File: config.mk
export PLATFORM = sky130hd
export DESIGN_NAME = qpht_ram
export DESIGN_NICKNAME = d
export VERILOG_FILES = /design/src/rtl/assert_macros.svh /design/src/rtl/qpht_ram.sv
export SDC_FILE = /design/constraint.sdc
export NUM_CORES = 2
export LEC_CHECK = 0
export BUFFER_PORTS_ARGS = -buffer_cell sky130_fd_sc_hd__buf_2
export CAP_MARGIN = 20
export CORE_MARGIN = 5
export CORE_UTILIZATION = 35
export DETAILED_ROUTE_END_ITERATION = 6
export PLACE_DENSITY = 0.61
export SLEW_MARGIN = 20
export SYNTH_ARGS = -nofsm -noshare
export SYNTH_HDL_FRONTEND = slang
export SYNTH_SLANG_ARGS = --single-unit
File: constraint.sdc
create_clock -name clock -period 3.9 [get_ports clock]
set_clock_uncertainty 0.05 [all_clocks]
set_input_delay 0.39 -clock clock [delete_from_list [all_inputs] [get_ports clock]]
set_output_delay 0.39 -clock clock [all_outputs]
set_load 0.005 [all_outputs]
File: src/rtl/assert_macros.svh
// ----------------------------------------------------------------------------
// assert_macros.svh
// Assertion macros shared by the RTL. Clocked on clock, disabled in reset.
// ----------------------------------------------------------------------------
`ifndef ASSERT_MACROS_SVH
`define ASSERT_MACROS_SVH

`ifndef NO_ASSERTIONS

// Same-cycle implication
`define QPHT_ASSERT_IMP(lbl, ante, cons, msg) \
   lbl: assert property (@(posedge clock) disable iff (reset) (ante) |-> (cons)) \
      else $error(msg);

// Next-cycle implication
`define QPHT_ASSERT_NXT(lbl, ante, cons, msg) \
   lbl: assert property (@(posedge clock) disable iff (reset) (ante) |=> (cons)) \
      else $error(msg);

`else

`define QPHT_ASSERT_IMP(lbl, ante, cons, msg)
`define QPHT_ASSERT_NXT(lbl, ante, cons, msg)

`endif

`endif

File: src/rtl/qpht_ram.sv
// ----------------------------------------------------------------------------
// qpht_ram
// Generic RAM with separate write and read addresses, one write port, registered read.
// ----------------------------------------------------------------------------
module qpht_ram #(
   parameter int WIDTH = 8,
   parameter int DEPTH = 256
) (
   input  logic                     clock,
   input  logic                     wr_en,
   input  logic [$clog2(DEPTH)-1:0] wr_addr,
   input  logic [WIDTH-1:0]         wr_data,
   input  logic [$clog2(DEPTH)-1:0] rd_addr,
   output logic [WIDTH-1:0]         rd_data
);

   logic [WIDTH-1:0] mem_ff [DEPTH];
   logic [WIDTH-1:0] rd_data_ff;

   always_ff @(posedge clock) begin
      if (wr_en) begin
         mem_ff[wr_addr] <= wr_data;
      end
      rd_data_ff <= mem_ff[rd_addr];
   end

   assign rd_data = rd_data_ff;

endmodule
==> results by stage <==
Logic synthesis:
- The largest area contributor in the netlist is sky130_fd_sc_hd__edfxtp_1.
- Synthesis inferred 2056 register bits.
- The count of warnings emitted by yosys is 0.
- Counting every net in the synthesized netlist gives 3759.
- By area the synthesized netlist is led by sky130_fd_sc_hd__edfxtp_1 77%, sky130_fd_sc_hd__mux4_2 13%, sky130_fd_sc_hd__mux2i_1 1.7%.
- The fraction of synthesis flops using an asynchronous set or reset pin is 0.
- Of the post-synthesis cell area, the dominant cell type holds 0.773.
- The sequential-to-total area share from yosys stat is 0.775.
- The synthesized design contains 2048 enable-type register cells.
- The synthesized netlist cell count is 3733.
- In this run the mean area of a mapped cell was 21.3 um^2.
- The total standard cell area after synthesis is 79600 um^2.
- The number of different library cells used by synthesis comes to 55.
- The most frequently used flop master after synthesis is sky130_fd_sc_hd__edfxtp_1.

Outcome:
- The run finished with clean final reports.

Clock tree:
- The clock input transition at the sequential cells of the worst setup and hold paths is 60 ps.
- The latest clock arrival within the worst-skew pair is 840 ps.
- The buffer levels on the longest clock path is 3.
- The H-tree was split into 4 levels.
- The CTS tree is yes.
- The root buffer cell is sky130_fd_sc_hd__clkbuf_16.
- The TritonCTS buffer count is 201.
- The number of sinks on the clock net is 2056.

Setup path:
- The worst reg2reg path depth is 5.
- The required time at the worst-slack endpoint is 4510 ps.
- The startpoint-to-endpoint class of the critical path is primary input to flip-flop.
- The startpoint type of the worst setup path is a primary input.
- The worst-case register-to-register setup slack is 990 ps.
- At the worst endpoint, the arrival time is 3660 ps.
- On the worst path, the slowest cell contributes a delay of 910 ps.
- The critical-path maximum fanout is 27.
- The worst-path cell with the longest stage delay is sky130_fd_sc_hd__nor4_1.
- The most numerous cell on the critical path is sky130_fd_sc_hd__nor4_1.
- Traced cell by cell, the critical path runs through buf_8 -> buf_12 -> buf_4 -> mux4_2 -> nor2b_1 -> a211oi_1 -> nor2_1 -> nor4_1 -> nor4_1.
- The endpoint class of the critical path is a flip-flop.

STA:
- The timing-limited maximum frequency is 0.328 GHz.
- The max-slew violation count came to 0.
- The worst path needs 3050 ps of the cycle, external delays included.
- The worst slew margin relative to its limit is 0.244.
- The final sum of negative setup slack is 0 ps.
- The final worst setup slack is 848 ps.
- Setup repair after global routing left no endpoint under its margin.
- The worst-margin pin slew is 1130 ps.
- The number of endpoints failing setup at the final stage is 0.
- The number of failing hold endpoints at the final stage is 0.
- The portion of the clock cycle consumed by the worst path in the final layout is 0.782.

Place:
- The detailed placer's ending HPWL is 124 mm.
- Buffers placed on the I/O ports in this run total 33.
- The weighted congestion at the end of routability-driven global placement is 0.824.
- The total cell area at the placement stage is 84400 um^2.
- The worst setup slack before clock tree synthesis is 7.32 ps.

Power:
- The worst-case IR drop observed on VDD is 499 uV.
- In this run the static leakage power is 28.0 nW.
- The design draws 0.0463 W.
- The power density over the cells is 508 nW/um^2.

Detailed routing:
- The DRC violation total after the first TritonRoute iteration is 4741.
- In the routed design, unresolved DRC markers number 0.
- The mean routed wirelength per cell is 28.0 um.
- The total via count in the routed design is 39129.
- Dividing the detail-routed via count by the number of cells gives 5.46.
- The highest routed metal layer is met5.
- The routed design uses 15.2 mm of met3 wire.
- The first-pass detailed-route iteration total is 6.
- After detailed routing, the total wire length is 200 mm.
- Summed over all nets, wire length on met2 after detailed routing comes to 96.0 mm.
- The met1 wire length is 83.8 mm.
- The detail route stage leaves a number of antenna-violating nets equal to 0.

Cells and area:
- The leading cell type in the layout, fill and taps excluded is sky130_fd_sc_hd__edfxtp_1.
- The layout overhead on the synthesized area is 14.5%.
- The combined flip-flop and latch cell area is 61700 um^2.
- The final net count is 4001.
- After routing the design area is 91100 um^2.
- Counting the fill cells in the layout gives 19948.
- In the final layout, the share of cells above drive strength 1 is 0.250.
- The footprint of the multi-input gates is 16500 um^2.
- In the layout the commonest cells are 2048 x sky130_fd_sc_hd__edfxtp_1, 454 x sky130_fd_sc_hd__mux4_2, 279 x sky130_fd_sc_hd__nor2_1.

Worst hold path:
- The cell count of the worst hold path is 1.
- The worst hold path belongs to the class primary input to flip-flop.

Die:
- The die covers 237000 um^2.
- The x dimension of the die is 487 um.
- The core region is 227000 um^2.
- The placement row count is 175.
- For this configuration, the core starts out at a cell density of 0.351.
- The vertical extent of the die is 487 um.
- During I/O placement, the number of pins put on the boundary was 34.

Flow run:
- The max-capacitance violation count is 0.

Global routing:
- Entering global routing, the biggest net connects 139 pins.
- The global-route total usage across every layer is 0.167.
- The number of antenna violations at the first check in global routing came to 13.
- The global-route wire length before repair is 289 mm.
- The number of global-route vias before repair is 39109.
- The aggregate global routing overflow is 0.
==> final cells by class <==
cell class,instances,area share
sequential,2056,0.677
multi-input combinational,1442,0.181
clock buffer,261,0.0596
tap,3009,0.0413
timing repair buffer,272,0.0273
clock inverter,115,0.0139
antenna,5,0.000137
inverter,2,0.0000824
==> per-layer routing <==
layer  global-route usage  up-vias
met1                0.237    20943
met4               0.0459        2
met2                0.267     1676
li1                     -    16205
met5                    0        -
met3               0.0309      303
==> kinds of logic after synthesis <==
group,count (synthesis),share of synthesized area
DFF,2056,0.775
muxes,591,0.146
and+or+nand+nor,466,0.0263
AOI/OAI and AO/OA,385,0.0342
buffers and inverters,235,0.0183
==> report_power, final <==
part	total (W)	switching (W)	internal, W	leakage [nW]
clock network	0.0196	0.00824	0.0114	3.26
logic	0.00230	0.00149	0.000812	6.30
registers	0.0244	0.0000420	0.0244	18.5
==> synthesized netlist by cell type (3+ instances only) <==
cell type,instances
sky130_fd_sc_hd__buf_1,22
sky130_fd_sc_hd__mux4_2,454
sky130_fd_sc_hd__buf_4,27
sky130_fd_sc_hd__nand3_1,34
sky130_fd_sc_hd__or2_2,4
sky130_fd_sc_hd__nor4_1,24
sky130_fd_sc_hd__o22a_1,5
sky130_fd_sc_hd__a21oi_1,96
sky130_fd_sc_hd__a211oi_1,16
sky130_fd_sc_hd__buf_2,31
sky130_fd_sc_hd__o21ai_0,10
sky130_fd_sc_hd__mux2i_1,134
sky130_fd_sc_hd__buf_8,13
sky130_fd_sc_hd__nand2b_1,8
sky130_fd_sc_hd__o32ai_1,4
sky130_fd_sc_hd__o22ai_1,28
sky130_fd_sc_hd__o221ai_1,46
sky130_fd_sc_hd__a22o_1,8
sky130_fd_sc_hd__dfxtp_1,8
sky130_fd_sc_hd__a221oi_1,13
sky130_fd_sc_hd__nor3_1,22
sky130_fd_sc_hd__nor2_1,282
sky130_fd_sc_hd__nand4_1,10
sky130_fd_sc_hd__o211ai_1,10
sky130_fd_sc_hd__buf_6,21
sky130_fd_sc_hd__a22oi_1,133
sky130_fd_sc_hd__nor4_2,3
sky130_fd_sc_hd__nor2b_1,31
sky130_fd_sc_hd__buf_12,8
sky130_fd_sc_hd__clkbuf_1,111
sky130_fd_sc_hd__edfxtp_1,2048
sky130_fd_sc_hd__and2_1,6
sky130_fd_sc_hd__nand2_1,33
==> final timing paths <==
kind,startpoint,to
worst min register to register,mem_ff[32][5],rd_data[5]
worst max register to register,mem_ff[66][4],rd_data[4]
worst max-delay path,rd_addr[0],rd_data[4]
worst min-delay path,wr_data[6],mem_ff[54][6]
==> registers in the layout (all words and copies together), names as in the netlist <==
register / cells
mem_ff: 2048
rd_data: 8
==> worst max-delay path: cells and delay by family <==
family	cells	cell delay (ps)
and+or+nand+nor	4	1370
buffers and inverters	3	870
muxes	1	540
AOI/OAI and AO/OA	1	410
==> through the flow <==
stage / hold WS (ps) / std cells / utilization
2_1_floorplan: 439 / 3733 / -
3_3_place_gp: 765 / 6778 / 0.372
3_5_place_dp: 764 / 6778 / 0.372
4_1_cts: 4.03 / 7156 / 0.402
5_1_grt: 5.50 / 7158 / 0.402
6_report: 20.3 / 7162 / 0.402
==> timing repair <==
item,CTS,global route
endpoints found under the hold margin,64,0
setup buffers,0,0
resized for setup,0,0
hold buffers,2,0
(Power assumes the default switching activity.)
